**config.mk**
```make
export PLATFORM = sky130hd
export DESIGN_NAME = radio_idle_park_policy
export DESIGN_NICKNAME = d
export VERILOG_FILES = /design/src/sv/rip_pkg.sv /design/src/sv/rip_csr.sv /design/src/sv/rip_eval.sv /design/src/sv/radio_idle_park_policy.sv
export SDC_FILE = /design/constraint.sdc
export NUM_CORES = 1
export LEC_CHECK = 0
export BUFFER_PORTS_ARGS = -buffer_cell sky130_fd_sc_hd__buf_2
export CAP_MARGIN = 20
export CORE_AREA = 5 5 124 126
export DETAILED_ROUTE_END_ITERATION = 10
export DIE_AREA = 0 0 129 131
export PLACE_DENSITY = 0.79
export SLEW_MARGIN = 20
export SYNTH_ARGS = -nofsm -noshare
export SYNTH_HDL_FRONTEND = slang
export SYNTH_SLANG_ARGS = --single-unit
```
**constraint.sdc**
```tcl
create_clock -name clock -period 7.1 [get_ports clock]
set_input_delay 0.355 -clock clock [delete_from_list [all_inputs] [get_ports clock]]
set_output_delay 0.355 -clock clock [all_outputs]
set_load 0.01 [all_outputs]
```
**src/sv/rip_pkg.sv**
```systemverilog
`default_nettype none
package rip_pkg;

   // operation codes of a request word
   localparam logic [1:0] OP_TICK   = 2'd0;
   localparam logic [1:0] OP_INTENT = 2'd1;
   localparam logic [1:0] OP_WAKE   = 2'd2;

   // reported policy states
   localparam logic [2:0] ST_OFF       = 3'd0;
   localparam logic [2:0] ST_WAKING    = 3'd1;
   localparam logic [2:0] ST_PARKED    = 3'd2;
   localparam logic [2:0] ST_LINK_IDLE = 3'd3;
   localparam logic [2:0] ST_BUSY      = 3'd4;
   localparam logic [2:0] ST_SEARCH    = 3'd5;

   // applied modem sleep modes
   localparam logic [1:0] SAVE_NONE = 2'd0;
   localparam logic [1:0] SAVE_MIN  = 2'd1;
   localparam logic [1:0] SAVE_MAX  = 2'd2;

   // configuration register indexes
   localparam logic [1:0] REG_AUTO_PARK  = 2'd0;
   localparam logic [1:0] REG_POWER_SAVE = 2'd1;
   localparam logic [1:0] REG_IDLE_MIN   = 2'd2;
   localparam logic [1:0] REG_RETRY_MIN  = 2'd3;

   localparam logic [15:0] LOOK_SECONDS  = 16'd45;
   localparam logic [15:0] AWAY_SECONDS  = 16'd60;
   localparam logic [15:0] SECS_PER_MIN  = 16'd60;
   localparam logic [15:0] COUNT_MAX     = 16'hFFFF;

   typedef struct packed {
      logic       auto_park_enable;
      logic       power_save_enable;
      logic [9:0] idle_minutes;
      logic [9:0] retry_minutes;
   } cfg_type;

   typedef struct packed {
      logic [1:0] operation;
      logic       user_on;
      logic       safe_mode;
      logic       radio_enabled;
      logic       linked;
      logic       busy_req;
      logic       away;
   } item_type;

   typedef struct packed {
      logic        intent_on;
      logic        parked_flag;
      logic        retry_look_flag;
      logic [15:0] idle_count;
      logic [15:0] park_count;
      logic [1:0]  applied_save_mode;
      logic [2:0]  last_state;
   } state_type;

   typedef struct packed {
      logic [2:0]  policy_state;
      logic        enable_request_valid;
      logic        enable_request_on;
      logic        power_save_change;
      logic        power_save_max;
      logic [15:0] seconds_left;
   } result_type;

   // saturating one-second count
   function automatic logic [15:0] sat_inc(input logic [15:0] v);
      return (v == COUNT_MAX) ? v : v + 16'd1;
   endfunction

   // minutes to seconds, at most 1023 * 60 which fits 16 bits
   function automatic logic [15:0] to_seconds(input logic [9:0] mins);
      return 16'(16'(mins) * SECS_PER_MIN);
   endfunction

endpackage
`default_nettype wire

```
**src/sv/rip_csr.sv**
```systemverilog
`default_nettype none
module rip_csr (
   input  wire logic             clock,
   input  wire logic             reset,
   input  wire logic             csr_valid,
   output logic                  csr_ready,
   input  wire logic [1:0]       csr_index,
   input  wire logic [9:0]       csr_wdata,
   output rip_pkg::cfg_type      cfg
);
   import rip_pkg::*;

   cfg_type cfg_ff, cfg_in;

   assign csr_ready = 1'b1;
   assign cfg       = cfg_ff;

   // register write decode
   always_comb begin
      cfg_in = cfg_ff;
      if (csr_valid) begin
         unique case (csr_index)
            REG_AUTO_PARK:  cfg_in.auto_park_enable  = csr_wdata[0];
            REG_POWER_SAVE: cfg_in.power_save_enable = csr_wdata[0];
            REG_IDLE_MIN:   cfg_in.idle_minutes      = csr_wdata;
            REG_RETRY_MIN:  cfg_in.retry_minutes     = csr_wdata;
            default:        cfg_in = cfg_ff;
         endcase
      end
   end

   always_ff @(posedge clock) begin
      if (reset) begin
         cfg_ff.auto_park_enable  <= 1'b1;
         cfg_ff.power_save_enable <= 1'b1;
         cfg_ff.idle_minutes      <= 10'd5;
         cfg_ff.retry_minutes     <= 10'd15;
      end else begin
         cfg_ff <= cfg_in;
      end
   end

endmodule
`default_nettype wire

```
**src/sv/rip_eval.sv**
```systemverilog
`default_nettype none
module rip_eval (
   input  wire rip_pkg::item_type   item,
   input  wire rip_pkg::state_type  st,
   input  wire rip_pkg::cfg_type    cfg,
   output rip_pkg::state_type       nxt,
   output rip_pkg::result_type      res
);
   import rip_pkg::*;

   logic [15:0] retry_secs;
   logic [15:0] idle_secs;
   logic [15:0] limit;
   logic [15:0] idle_base;
   logic [15:0] idle_inc;
   logic [15:0] park_inc;
   logic [1:0]  want_mode;
   logic [9:0]  mins;

   // limits from configuration
   assign mins       = (cfg.idle_minutes == 10'd0) ? 10'd1 : cfg.idle_minutes;
   assign retry_secs = to_seconds(cfg.retry_minutes);
   assign idle_secs  = to_seconds(mins);
   assign park_inc   = sat_inc(st.park_count);

   // idle count restarts when a parked radio is found up again
   assign idle_base = (st.parked_flag && item.radio_enabled) ? 16'd0 : st.idle_count;
   assign idle_inc  = sat_inc(idle_base);
   assign limit     = st.retry_look_flag ? LOOK_SECONDS
                    : (item.away ? AWAY_SECONDS : idle_secs);

   assign want_mode = (!item.busy_req && cfg.power_save_enable) ? SAVE_MAX : SAVE_MIN;

   // policy evaluation for one word
   always_comb begin
      nxt = st;
      res = '0;
      case (item.operation)
         OP_INTENT: begin
            nxt.intent_on       = item.user_on;
            nxt.parked_flag     = 1'b0;
            nxt.retry_look_flag = 1'b0;
            nxt.idle_count      = 16'd0;
            nxt.park_count      = 16'd0;
         end
         OP_WAKE: begin
            if (st.parked_flag) begin
               nxt.parked_flag          = 1'b0;
               nxt.retry_look_flag      = 1'b0;
               nxt.idle_count           = 16'd0;
               res.enable_request_valid = 1'b1;
               res.enable_request_on    = 1'b1;
            end
         end
         OP_TICK: begin
            if (!st.intent_on || item.safe_mode) begin
               nxt.parked_flag = 1'b0;
               nxt.last_state  = ST_OFF;
            end else if (st.parked_flag && !item.radio_enabled) begin
               // parked: count towards the retry wake
               nxt.park_count = park_inc;
               if (retry_secs != 16'd0 && park_inc >= retry_secs) begin
                  nxt.park_count           = 16'd0;
                  nxt.retry_look_flag      = 1'b1;
                  res.enable_request_valid = 1'b1;
                  res.enable_request_on    = 1'b1;
               end
               res.seconds_left = (retry_secs != 16'd0) ? retry_secs - nxt.park_count : 16'd0;
               nxt.last_state   = ST_PARKED;
            end else if (!item.radio_enabled) begin
               nxt.last_state = ST_WAKING;
            end else begin
               nxt.parked_flag = 1'b0;
               if (item.linked) begin
                  // linked: pick modem sleep
                  nxt.retry_look_flag   = 1'b0;
                  nxt.idle_count        = 16'd0;
                  nxt.applied_save_mode = want_mode;
                  res.power_save_change = (want_mode != st.applied_save_mode);
                  nxt.last_state        = item.busy_req ? ST_BUSY : ST_LINK_IDLE;
               end else begin
                  // searching: minimum sleep, idle countdown to park
                  nxt.applied_save_mode = SAVE_MIN;
                  res.power_save_change = (st.applied_save_mode != SAVE_MIN);
                  if (item.busy_req) begin
                     nxt.idle_count = 16'd0;
                     nxt.last_state = ST_BUSY;
                  end else if (cfg.auto_park_enable && idle_inc >= limit) begin
                     res.enable_request_valid = 1'b1;
                     res.enable_request_on    = 1'b0;
                     nxt.parked_flag          = 1'b1;
                     nxt.park_count           = 16'd0;
                     nxt.idle_count           = 16'd0;
                     nxt.retry_look_flag      = 1'b0;
                     nxt.last_state           = ST_PARKED;
                  end else begin
                     nxt.idle_count   = idle_inc;
                     res.seconds_left = cfg.auto_park_enable ? limit - idle_inc : 16'd0;
                     nxt.last_state   = ST_SEARCH;
                  end
               end
            end
         end
         default: nxt = st;
      endcase
      res.policy_state   = nxt.last_state;
      res.power_save_max = (nxt.applied_save_mode == SAVE_MAX);
   end

endmodule
`default_nettype wire

```
**src/sv/radio_idle_park_policy.sv**
```systemverilog
// channel   | direction | words
// req_      | in        | one tick, intent or wake word
// rsp_      | out       | one policy result per request word
// csr_      | in        | register index and write data
//
// one word a cycle sustained while rsp_ready holds; results come from the result register
// the input register feeds the policy logic, which updates state and loads the result register
// the result register holds a stalled result while the input register takes the next word
// reset is synchronous: policy state and valid flags return to defaults, payload does not
// a stalled result stops the policy logic; req_ready drops only when both registers are full
`default_nettype none
module radio_idle_park_policy (
   input  wire logic        clock,
   input  wire logic        reset,
   input  wire logic        req_valid,
   output logic             req_ready,
   input  wire logic [1:0]  req_operation,
   input  wire logic        req_user_on,
   input  wire logic        req_safe_mode,
   input  wire logic        req_radio_enabled,
   input  wire logic        req_linked,
   input  wire logic        req_busy_req,
   input  wire logic        req_away,
   output logic             rsp_valid,
   input  wire logic        rsp_ready,
   output logic [2:0]       rsp_policy_state,
   output logic             rsp_enable_request_valid,
   output logic             rsp_enable_request_on,
   output logic             rsp_power_save_change,
   output logic             rsp_power_save_max,
   output logic [15:0]      rsp_seconds_left,
   input  wire logic        csr_valid,
   output logic             csr_ready,
   input  wire logic [1:0]  csr_index,
   input  wire logic [9:0]  csr_wdata
);
   import rip_pkg::*;

   cfg_type    cfg;
   item_type   item_ff, item_in;
   logic       in_valid_ff, in_valid_in;
   state_type  state_ff, state_in;
   result_type res_ff, res_in;
   logic       out_valid_ff, out_valid_in;
   logic       advance;

   rip_csr u_csr (
      .clock     (clock),
      .reset     (reset),
      .csr_valid (csr_valid),
      .csr_ready (csr_ready),
      .csr_index (csr_index),
      .csr_wdata (csr_wdata),
      .cfg       (cfg)
   );

   rip_eval u_eval (
      .item (item_ff),
      .st   (state_ff),
      .cfg  (cfg),
      .nxt  (state_in),
      .res  (res_in)
   );

   // pipeline handshake
   assign advance   = in_valid_ff && (!out_valid_ff || rsp_ready);
   assign req_ready = !in_valid_ff || advance;

   assign item_in = '{operation:     req_operation,
                      user_on:       req_user_on,
                      safe_mode:     req_safe_mode,
                      radio_enabled: req_radio_enabled,
                      linked:        req_linked,
                      busy_req:      req_busy_req,
                      away:          req_away};

   assign in_valid_in  = (req_valid && req_ready) || (in_valid_ff && !advance);
   assign out_valid_in = advance || (out_valid_ff && !rsp_ready);

   // control and policy state
   always_ff @(posedge clock) begin
      if (reset) begin
         in_valid_ff                <= 1'b0;
         out_valid_ff               <= 1'b0;
         state_ff.intent_on         <= 1'b1;
         state_ff.parked_flag       <= 1'b0;
         state_ff.retry_look_flag   <= 1'b0;
         state_ff.idle_count        <= 16'd0;
         state_ff.park_count        <= 16'd0;
         state_ff.applied_save_mode <= SAVE_NONE;
         state_ff.last_state        <= ST_OFF;
      end else begin
         in_valid_ff  <= in_valid_in;
         out_valid_ff <= out_valid_in;
         if (advance) begin
            state_ff <= state_in;
         end
      end
   end

   // payload registers
   always_ff @(posedge clock) begin
      if (req_valid && req_ready) begin
         item_ff <= item_in;
      end
      if (advance) begin
         res_ff <= res_in;
      end
   end

   assign rsp_valid                = out_valid_ff;
   assign rsp_policy_state         = res_ff.policy_state;
   assign rsp_enable_request_valid = res_ff.enable_request_valid;
   assign rsp_enable_request_on    = res_ff.enable_request_on;
   assign rsp_power_save_change    = res_ff.power_save_change;
   assign rsp_power_save_max       = res_ff.power_save_max;
   assign rsp_seconds_left         = res_ff.seconds_left;

endmodule
`default_nettype wire

```
* Word level (Yosys, flattened, before mapping)
Cells that the tools add are included.
** Operators by class
- Add/sub/neg operators :: 4
- Multiply operators :: 2
- Div/mod/pow operators :: 0
- $lt $le $gt $ge :: 2
- Equal/unequal tests :: 23
- Shift operators :: 0
- Muxes and demuxes :: 58
- Bitwise logic cells :: 2
- Reduce and logical (&&, ||, !) cells :: 38
** Operator list (count)
- 16-bit two-way mux :: 23
- 18-bit one-hot mux with 3 select lines :: 1
- 36-bit two-way mux :: 1
- 35-bit two-way mux :: 1
- 17-bit two-way mux :: 2
- 16-bit by 1-bit adder with 16-bit output, second input constant :: 2
- 16-bit == test, second input constant :: 2
- 16-bit greater-or-equal comparator :: 2
- 16-bit one-hot mux with 2 select lines :: 1
- 16-bit subtractor :: 2
- 10-bit by 4-bit multiplier with 14-bit output, second input constant :: 2
- 3-bit two-way mux :: 8
- 2-bit two-way mux :: 10
- 16-bit nonzero test :: 1
- 3-bit by 2-bit inequality test with 1-bit output, second input constant :: 5
- 10-bit logical NOT :: 1
- 10-bit two-way mux :: 1
- 5-bit two-way mux :: 2
- 2-bit AND reduction :: 5
- 1-bit logical AND :: 9
- 2-bit == test, second input constant :: 4
- 2-bit inequality test, second input constant :: 4
- 8-bit AND reduction :: 1
- 1-bit logical NOT :: 7
- 19 further kinds :: 32
** Storage, ports and cells
- Register bits :: 95
- Bits in latches :: 0
- RAM bits :: 0
- Bits in read-only memories :: 0
- Input bits :: 25
- Output and inout bits :: 26
- Word-level logic and storage cells :: 155
- Memories :: 0

* Longest topological paths before layout
Gate-level depths: netlist (run 1).
- Word-level depth :: 15
- Gate-level depth with buffers :: 33
- Gate-level depth less buffers :: 30

* Cells and area by module
A second synthesis (run 1) with hierarchy kept.
** Second synthesis, totals
- Cells, all modules :: 1137
- Area total of the unflattened synthesis :: 9496.6 sq um
** Modules (own cells, without submodules)
- rip_eval :: times used 1, cells each 832, area an instance 5714.2 sq um, seq. area each 0.0 sq um
- radio_idle_park_policy :: times used 1, cells each 215, area an instance 2841.5 sq um, seq. area each 1771.7 sq um
- rip_csr :: times used 1, cells each 90, area an instance 940.9 sq um, seq. area each 440.4 sq um

* Worst setup path after synthesis (run 1)
Ideal clock, no wire load.
- Kind :: reg-to-reg
- Start :: reg u_csr.cfg_ff (netlist bit u_csr.cfg[8])
- End :: reg res_ff (netlist bit rsp_seconds_left[14]) (data pin)
- Setup time :: 264 ps
- Arrival :: 6146 ps
- Required time :: 6836 ps
- Path slack :: 690 ps
- Cell stages (with the launch flop) :: 30
- Buffers on the path :: 4
- Clock period less this slack :: 6410 ps
- Path through :: dfxtp_1 fa_1 fa_1 ha_1 buf_6 a21o_1 a21o_1 a221oi_4 mux2_4 and2_1 ha_1 nand4_1 nor4_1 a221oi_1 nand2_1 o31ai_4 buf_6 buf_2 nand2_1 ha_1 clkbuf_1 a21o_1 a21o_1 a21oi_1 nor2_1 a221o_1 o21ai_0 nand2b_1 xnor2_1 o22ai_1
** Between the ends
- Word-level cells in the longest chain between the ends :: 10
** RTL lines
- start, declared :: RTL line rip_csr.sv:13 : cfg_type cfg_ff, cfg_in;
- start signal, assigned :: RTL line rip_csr.sv:39 : cfg_ff <= cfg_in;
- 10-bit by 4-bit multiplier with 14-bit output * :: RTL line rip_pkg.sv:76 : return 16'(16'(mins) * SECS_PER_MIN);
- 16-bit greater-or-equal comparator or 16-bit nonzero test (tied branches) :: RTL line rip_eval.sv:62, rip_eval.sv:68
- 1-bit logical AND :: RTL line rip_eval.sv:62 : if (retry_secs != 16'd0 && park_inc >= retry_secs) begin
- 16-bit two-way mux :: RTL line rip_eval.sv:62
- 16-bit two-way mux :: RTL line rip_eval.sv:59 : end else if (st.parked_flag && !item.radio_enabled) begin
- 16-bit two-way mux :: RTL line rip_eval.sv:56 : if (!st.intent_on || item.safe_mode) begin
- 16-bit two-way mux :: RTL line rip_eval.sv:38 : case (item.operation)
- 16-bit subtractor :: RTL line rip_eval.sv:68 : res.seconds_left = (retry_secs != 16'd0) ? retry_secs - nxt.park_count : 16'd0;
- 16-bit two-way mux * :: RTL line rip_eval.sv:68
- 16-bit two-way mux * :: RTL line rip_eval.sv:59
- end signal, assigned :: RTL line radio_idle_park_policy.sv:107 : res_ff <= res_in;
- end, declared :: RTL line radio_idle_park_policy.sv:43 : result_type res_ff, res_in;
Mark *: on every way between the ends. The rest lies on a longest branch, timed or not. The select of a mux whose other input is x is not followed.
A chain may end at the register's enable or synchronous reset.

* Worst setup path after layout (run 1)
Ends and elaborated chain as after synthesis.

==> qor.txt, run 1 <==
CRITICAL PATH
-------------------------------------------------------------------------------------
Arrival time at the worst endpoint .....................................      6.69 ns
WP data required .......................................................      7.19 ns
Startpoint type of the worst setup path ................................     register
Max Fanout on Critical Path ............................................           10
Category of the worst setup path capture point .........................     register
Critical path start-end classification ................................. register to register

LOGIC SYNTHESIS
-------------------------------------------------------------------------------------
Primary flip-flop cell chosen by synthesis mapping .....................      dfxtp_1
Post-synthesis cell area ...............................................    8630 um^2
Count of cell types in the netlist .....................................           78
Avg Cell Area, Syn .....................................................    8.27 um^2
Register bit total from synthesis ......................................           95
Number of standard cells after synthesis ...............................         1043
Number of warning messages in the yosys log ............................            0
Synth async-reset ratio ................................................           0%
Number of flops mapped to enable cells by yosys ........................           31
Sequential cell area fraction in the yosys report ......................        25.6%
Net Count, Synth .......................................................         1184

STA
-------------------------------------------------------------------------------------
Max transition margin ..................................................        27.4%
Setup Total Neg Slack ..................................................         0 ns
Slack of the critical path .............................................     0.501 ns
Final Cycle Share ......................................................        92.9%
Slew at the pin closest to its max-slew limit ..........................      1.09 ns
Fin Clk Skew ...........................................................    0.0170 ns
Number of failing setup endpoints in the final timing report ...........            0
RSZ-0062 raised after global routing ...................................        false
Final min period .......................................................      6.60 ns
Final slew viol count ..................................................            0
Max frequency ..........................................................      152 MHz
Endpoints failing hold .................................................            0

DRT
-------------------------------------------------------------------------------------
Via count ..............................................................         7480
Average wire length per cell after detail routing ......................      16.4 um
Iter 0 DRT Violations ..................................................          630
Final antenna-violating net count ......................................            0
Met3 routed WL .........................................................      1.60 mm
Met2 wire length .......................................................      9.47 mm
Met1 layer wirelength in the final routing .............................      9.23 mm
Residual DRC ...........................................................            0
Total wirelength of the detailed-routed design .........................      20.7 mm
Vias per std cell ......................................................         5.91
Topmost layer with routed signal wires .................................         met4
Initial DRT Pass Iterations ............................................            8

FLOORPLANNING
-------------------------------------------------------------------------------------
Total die area .........................................................   16900 um^2
Count of pins on the block boundary ....................................           51
X dimension of the die .................................................       129 um
Core ar. ...............................................................   14200 um^2
Initial cell density of the core .......................................        60.7%
# rows .................................................................           44
Vert. Die Dim ..........................................................       131 um

GLOBAL ROUTING
-------------------------------------------------------------------------------------
Via count of the first global-routing pass .............................         6878
Global route overflow ..................................................            0
Pin count of the biggest net entering global routing ...................           65
Gr usage total .........................................................        24.7%
Initial antenna violation count ........................................            0
First-pass GRT wire length .............................................      33.5 mm

PLACEMENT
-------------------------------------------------------------------------------------
Placement Setup Slack ..................................................     0.275 ns
Dpl cell area ..........................................................    8960 um^2
RePlAce Congestion .....................................................        0.948
Number of port buffers .................................................           49
Estimated wirelength of the detail-placed design .......................      16.0 mm

FINISH
-------------------------------------------------------------------------------------
Area of the multi-input gates ..........................................    5890 um^2
Nets ...................................................................         1217
Final non-filler cell area .............................................    9320 um^2
Number of inserted filler cells in the final layout ....................         1221
Ratio of cells with drive above 1 in the final layout ..................        10.6%
Layout overhead on the synthesized area ................................        7.98%
Register cell area after layout ........................................    2210 um^2
Antenna cells ..........................................................            0

RUN STATUS
-------------------------------------------------------------------------------------
Run status ............................................................. complete, no violations

CLOCKING
-------------------------------------------------------------------------------------
Clock sink total .......................................................           95
Skew-Pair Late Insertion Delay .........................................      0.36 ns
Number of buffers created by CTS .......................................            9
Clock Path Buffers .....................................................            2
Cell at the root of the clock tree .....................................    clkbuf_16
H-tree levels ..........................................................            3
Clock-pin slew of the registers on the worst-case setup and hold paths .      0.07 ns
TritonCTS clock tree ...................................................         done

POWER
-------------------------------------------------------------------------------------
Relative contribution of sequential cells to total power ...............        28.4%
Static power due to leakage ............................................      4.04 nW
Cell area power density ................................................  222 nW/um^2
Peak supply drop .......................................................     0.123 mV
Total internal power ...................................................      1.24 mW
Net Sw Power ...........................................................     0.828 mW
Switching fraction of total power ......................................        40.1%
Portion of total power attributed to the clock network .................        24.0%
Share of total power in combinational logic ............................        47.6%

MIN PATH
-------------------------------------------------------------------------------------
Worst min-delay path class ............................................. input port to register

FLOW RUN
-------------------------------------------------------------------------------------
Number of max-capacitance violations reported ..........................            0

==> metal layers <==
layer	vias up	track usage (%)
met5	-	0
met4	0	7.47
met3	32	4.80
met2	260	39.9
met1	3476	33.7
li1	3712	-
==> cell usage in the layout, fill, tap and decap left out, types with 23 or more instances in the layout <==
master and count:
nor2_1 127, inv_1 103, nand2_1 100, ha_1 85, a21oi_1 69, dfxtp_1 62
buf_2 49, xnor2_1 39, edfxtp_1 31, a22oi_1 30, fa_1 30, xor2_1 28
nor3_1 24, a21o_1 23
==> metrics by stage <==
stage / hold slack [ns] / total power [mW] / util (%) / instances
global placement: 0.444 / 1.54 / 63.1 / 1245
finish: 0.179 / 2.07 / 65.6 / 1265
floorplan: 0.436 / 1.33 / - / 1043
CTS: 0.170 / 2.05 / 65.2 / 1261
detailed placement: 0.447 / 1.55 / 63.1 / 1245
global route: 0.168 / 2.20 / 65.6 / 1265
==> power groups by stage <==
stage	clock (mW)	sequential, mW	combinational, mW
after global routing	0.522	0.589	1.09
after global placement	0	0.599	0.940
after CTS	0.500	0.587	0.960
final	0.495	0.587	0.983
after floorplan	0	0.598	0.736
after detailed placement	0	0.600	0.949
==> synthesized netlist by cell type, types with 8 or more instances <==
cell type / number / area (um^2)
nand4_1: 16 / 100
a22oi_1: 30 / 225
inv_1: 103 / 387
xor2_1: 29 / 254
dfxtp_1: 64 / 1280
a21o_1: 23 / 173
nor2_1: 128 / 480
nand3b_1: 9 / 67.6
and4_1: 9 / 78.8
xnor2_1: 39 / 342
nand2b_1: 13 / 81.3
ha_1: 86 / 1080
clkbuf_1: 22 / 82.6
and3_1: 12 / 75.1
edfxtp_1: 31 / 931
and2_1: 12 / 75.1
nand3_1: 22 / 110
nor3_1: 24 / 120
nand2_1: 100 / 375
o21bai_1: 12 / 90.1
a21oi_1: 69 / 345
fa_1: 30 / 601
o21ai_0: 20 / 100
nor2b_1: 8 / 50.1
==> critical path: stages (launching register included) <==
cell and delay, ns:
dfxtp_2 0.44, fa_1 0.48, fa_1 0.50, ha_2 0.33, a21o_1 0.21, a21o_1 0.20, a221oi_4 0.38, mux2_4 0.35
and2_1 0.17, ha_1 0.30, nand4_1 0.13, nor4_1 0.31, a221oi_1 0.14, and2_1 0.23, o21bai_1 0.17, ha_1 0.32
a21o_1 0.18, a21oi_1 0.21, o21bai_1 0.09, a21oi_1 0.22, o21bai_1 0.17, a221o_1 0.33, o21ai_0 0.15, nand2b_1 0.09
xnor2_1 0.13, o22ai_1 0.08
==> repair_timing <==
item / CTS / global route
endpoints found under the setup margin: 0 / 10
setup buffers: 0 / 3
resized for setup: 0 / 6
hold buffers: 0 / 0
==> kinds of logic after synthesis <==
logic type | Yosys count | synth area share, %
compound gates | 230 | 18.5
xor+xnor | 68 | 6.90
fa+ha+maj | 116 | 19.4
buf+inv | 139 | 6.54
flops | 95 | 25.6
mux | 9 | 1.19
other cells | 1 | 0.0435
simple gates | 385 | 21.8
==> path summary, 6_finish.rpt <==
kind | start | endpoint | depth (start not counted) | slack (ns)
hold reg to reg | u_csr.cfg[4] | u_csr.cfg[4] | 2 | 0.46
setup / recovery | u_csr.cfg[8] | rsp_seconds_left[14] | 25 | 0.50
setup reg to reg | u_csr.cfg[8] | rsp_seconds_left[14] | 25 | 0.50
hold / removal | req_operation[0] | item_ff[6] | 1 | 0.18
==> flip-flops by register name, indices dropped and copies added, names as in the netlist <==
signal and flops:
state_ff 40, u_csr.cfg 22, rsp_seconds_left 16, item_ff 8, rsp_policy_state 3, in_valid_ff 1
rsp_enable_request_on 1, rsp_enable_request_valid 1, rsp_power_save_change 1, rsp_power_save_max 1, rsp_valid 1
==> final cells by class <==
type / instances / area share (%)
Multi-Input combinational cell: 810 / 63.2
Sequential cell: 95 / 23.8
Inverter: 103 / 4.15
Timing Repair Buffer: 57 / 3.28
Clock buffer: 11 / 2.73
Tap cell: 184 / 2.47
Clock inverter: 5 / 0.416
No activity file was read; power rests on OpenSTA's default activity.
==> run 2: changes to the inputs <==
Settings changed: REMOVE_ABC_BUFFERS from default to 1.
==> run 2 against run 1 <==
  * Critical path depth up 1
  * Clock power up 2%
  * Die area unchanged
  * Flip-flop and latch count unchanged
  * Utilization about the same
==> qor.txt, run 2 (same netlist as run 1, synthesis figures left out) <==
FLOORPLANNING
-------------------------------------------------------------------------------------
Count of pins on the block boundary ....................................           51   unchanged
# rows .................................................................           44   unchanged
Total die area .........................................................   16900 um^2   unchanged
Core ar. ...............................................................   14200 um^2   unchanged
Initial cell density of the core .......................................        60.7%   unchanged
X dimension of the die .................................................       129 um   unchanged
Vert. Die Dim ..........................................................       131 um   unchanged

FINISH
-------------------------------------------------------------------------------------
Ratio of cells with drive above 1 in the final layout ..................        10.7%   +0.10 points
Nets ...................................................................         1216   -0.082%
Antenna cells ..........................................................            0   unchanged
Finished Layout Cells ..................................................         1264   -0.079%
Top library cells by usage in the layout, fill and taps aside .......... 128 x nor2_1, 103 x inv_1, 99 x nand2_1
Most common cell after layout, fill and taps aside .....................       nor2_1
Max FFs per register ...................................................           40   unchanged
Layout overhead on the synthesized area ................................        8.05%   about the same
Top register by number of flip-flops ...................................     state_ff

STA
-------------------------------------------------------------------------------------
Max transition margin ..................................................        34.1%   +6.7 points
RSZ-0062 raised after global routing ...................................         true
Final Cycle Share ......................................................        94.2%   +1.3 points
Slew at the pin closest to its max-slew limit ..........................     0.987 ns   -0.101 ns
Max frequency ..........................................................      150 MHz   -1.3%
Endpoints failing hold .................................................            0   unchanged
Number of failing setup endpoints in the final timing report ...........            0   unchanged
Worst hold-check slack .................................................     0.162 ns   -0.0167 ns
Final slew viol count ..................................................            0   unchanged
Final min period .......................................................      6.69 ns   +0.0891 ns
Fin Clk Skew ...........................................................    0.0121 ns   -0.00496 ns

CRITICAL PATH
-------------------------------------------------------------------------------------
Arrival time at the worst endpoint .....................................      6.79 ns   +0.10 ns
Category of the worst setup path capture point .........................     register
Max Fanout on Critical Path ............................................           11   +1
Worst Reg2Reg Path Length in Cells .....................................           26   +4.0%
R2r setup slk ..........................................................      0.41 ns   -0.09 ns
Critical Path Start .................................................... u_csr.cfg[8]
WP data required .......................................................      7.20 ns   about the same
Critical path start-end classification ................................. register to register
RR Endpoint ............................................................ rsp_seconds_left[14]
Startpoint type of the worst setup path ................................     register
Critical path endpoint ................................................. rsp_seconds_left[14]
Reg-to-reg critical path startpoint .................................... u_csr.cfg[8]

CLOCKING
-------------------------------------------------------------------------------------
Cts hold-fix bufs ......................................................            0   unchanged
Clock-pin slew of the registers on the worst-case setup and hold paths .      0.08 ns   about the same
TritonCTS clock tree ...................................................         done
H-tree levels ..........................................................            3   unchanged
Clock sink total .......................................................           95   unchanged
Cell at the root of the clock tree .....................................    clkbuf_16
Skew-Pair Late Insertion Delay .........................................      0.36 ns   about the same
Number of buffers created by CTS .......................................            9   unchanged
Clock Path Buffers .....................................................            2   unchanged

GLOBAL ROUTING
-------------------------------------------------------------------------------------
Initial antenna violation count ........................................            0   unchanged
Pin count of the biggest net entering global routing ...................           65   unchanged
Global route overflow ..................................................            0   unchanged
Via count of the first global-routing pass .............................         6803   -1.1%
Gr usage total .........................................................        23.8%   -0.89 points
First-pass GRT wire length .............................................      32.7 mm   -2.5%

POWER
-------------------------------------------------------------------------------------
Static power due to leakage ............................................      4.04 nW   about the same
Peak supply drop .......................................................     0.110 mV   -10%
Total power draw .......................................................      2.07 mW   +0.27%
Cell area power density ................................................  222 nW/um^2   +0.20%

DRT
-------------------------------------------------------------------------------------
Residual DRC ...........................................................            0   unchanged
Vias per std cell ......................................................         5.86   -0.84%
Total wirelength of the detailed-routed design .........................      19.9 mm   -3.8%
Via count ..............................................................         7411   -0.92%
Initial DRT Pass Iterations ............................................            5   -3
Average wire length per cell after detail routing ......................      15.8 um   -3.7%
Iter 0 DRT Violations ..................................................          616   -2.2%
Final antenna-violating net count ......................................            0   unchanged

MIN PATH
-------------------------------------------------------------------------------------
Worst min-delay path class ............................................. input port to register
Hold depth .............................................................            1   unchanged

RUN STATUS
-------------------------------------------------------------------------------------
Run status ............................................................. complete, no violations

PLACEMENT
-------------------------------------------------------------------------------------
Number of port buffers .................................................           49   unchanged
Placed Instances .......................................................         1247   +0.16%
Estimated wirelength of the detail-placed design .......................      15.5 mm   -2.9%
RePlAce Congestion .....................................................        0.915   -3.4%

FLOW RUN
-------------------------------------------------------------------------------------
Number of max-capacitance violations reported ..........................            0   unchanged

[run 2: routing by layer]
metal,vias to the layer above,part of all wire (%),global-route usage (%),wire (um)
met5,-,0,0,0
met4,0,1.8,6.49,360
met3,30,6.0,3.58,1200
met2,221,45,39.2,9060
met1,3454,47,32.9,9320
li1,3706,-,-,-
[run 2: worst max-delay path, cell delays in order (launching register included)]
cell and delay, ns:
dfxtp_2 0.44, fa_1 0.46, fa_1 0.50, ha_2 0.33, a21o_1 0.21, a21o_1 0.20
a221oi_4 0.38, mux2_4 0.35, and2_1 0.18, ha_1 0.30, nand4_1 0.11, nor4_1 0.07
a221oi_1 0.40, nand2_2 0.19, o31ai_4 0.18, nand2_1 0.15, ha_1 0.26, a21o_1 0.18
a21oi_1 0.21, o21bai_1 0.09, a21oi_1 0.23, o21bai_1 0.18, a221o_1 0.34, o21ai_0 0.16
nand2b_1 0.10, xnor2_1 0.16, o22ai_1 0.09
[run 2: how the worst min path moves through the flow]
stage,endpoint,slack [ns],startpoint
finish,item_ff[5],0.16,req_user_on
global route,item_ff[5],0.15,req_user_on
CTS,item_ff[0],0.16,req_away
detailed placement,u_csr.cfg[16],0.45,u_csr.cfg[16]
global placement,u_csr.cfg[4],0.44,u_csr.cfg[4]
floorplan,state_ff[1],0.42,reset
[run 2: final cells by class]
type / instances / area [um^2]
inverter: 103 / 387
tap: 184 / 230
clock inverter: 7 / 83.8
sequential: 95 / 2210
clock buffer: 9 / 225
timing repair buffer: 56 / 298
fill: 1216 / 4880
multi-input combinational: 810 / 5880
[run 2: repair_timing]
item | in CTS | in global routing
setup buffers | 0 | 0
endpoints found under the setup margin | 0 | 16
resized for setup | 0 | 7
endpoints found under the hold margin | 0 | 0
[run 2: stage by stage]
step	setup TNS [ns]	instance area, um^2	setup slack [ns]	util (%)
floorplan	0	8450	0.860	-
global placement	0	8980	0.422	63.2
detailed placement	0	8980	0.237	63.2
CTS	0	9290	0.233	65.4
global route	-0.0348	9320	-0.0348	65.6
finish	0	9320	0.412	65.6
[run 2: power by group]
part / switching, mW / internal [mW] / total (mW)
clock network: 0.250 / 0.253 / 0.503
registers: 0.0121 / 0.575 / 0.587
logic: 0.582 / 0.399 / 0.981
total: 0.844 / 1.23 / 2.07
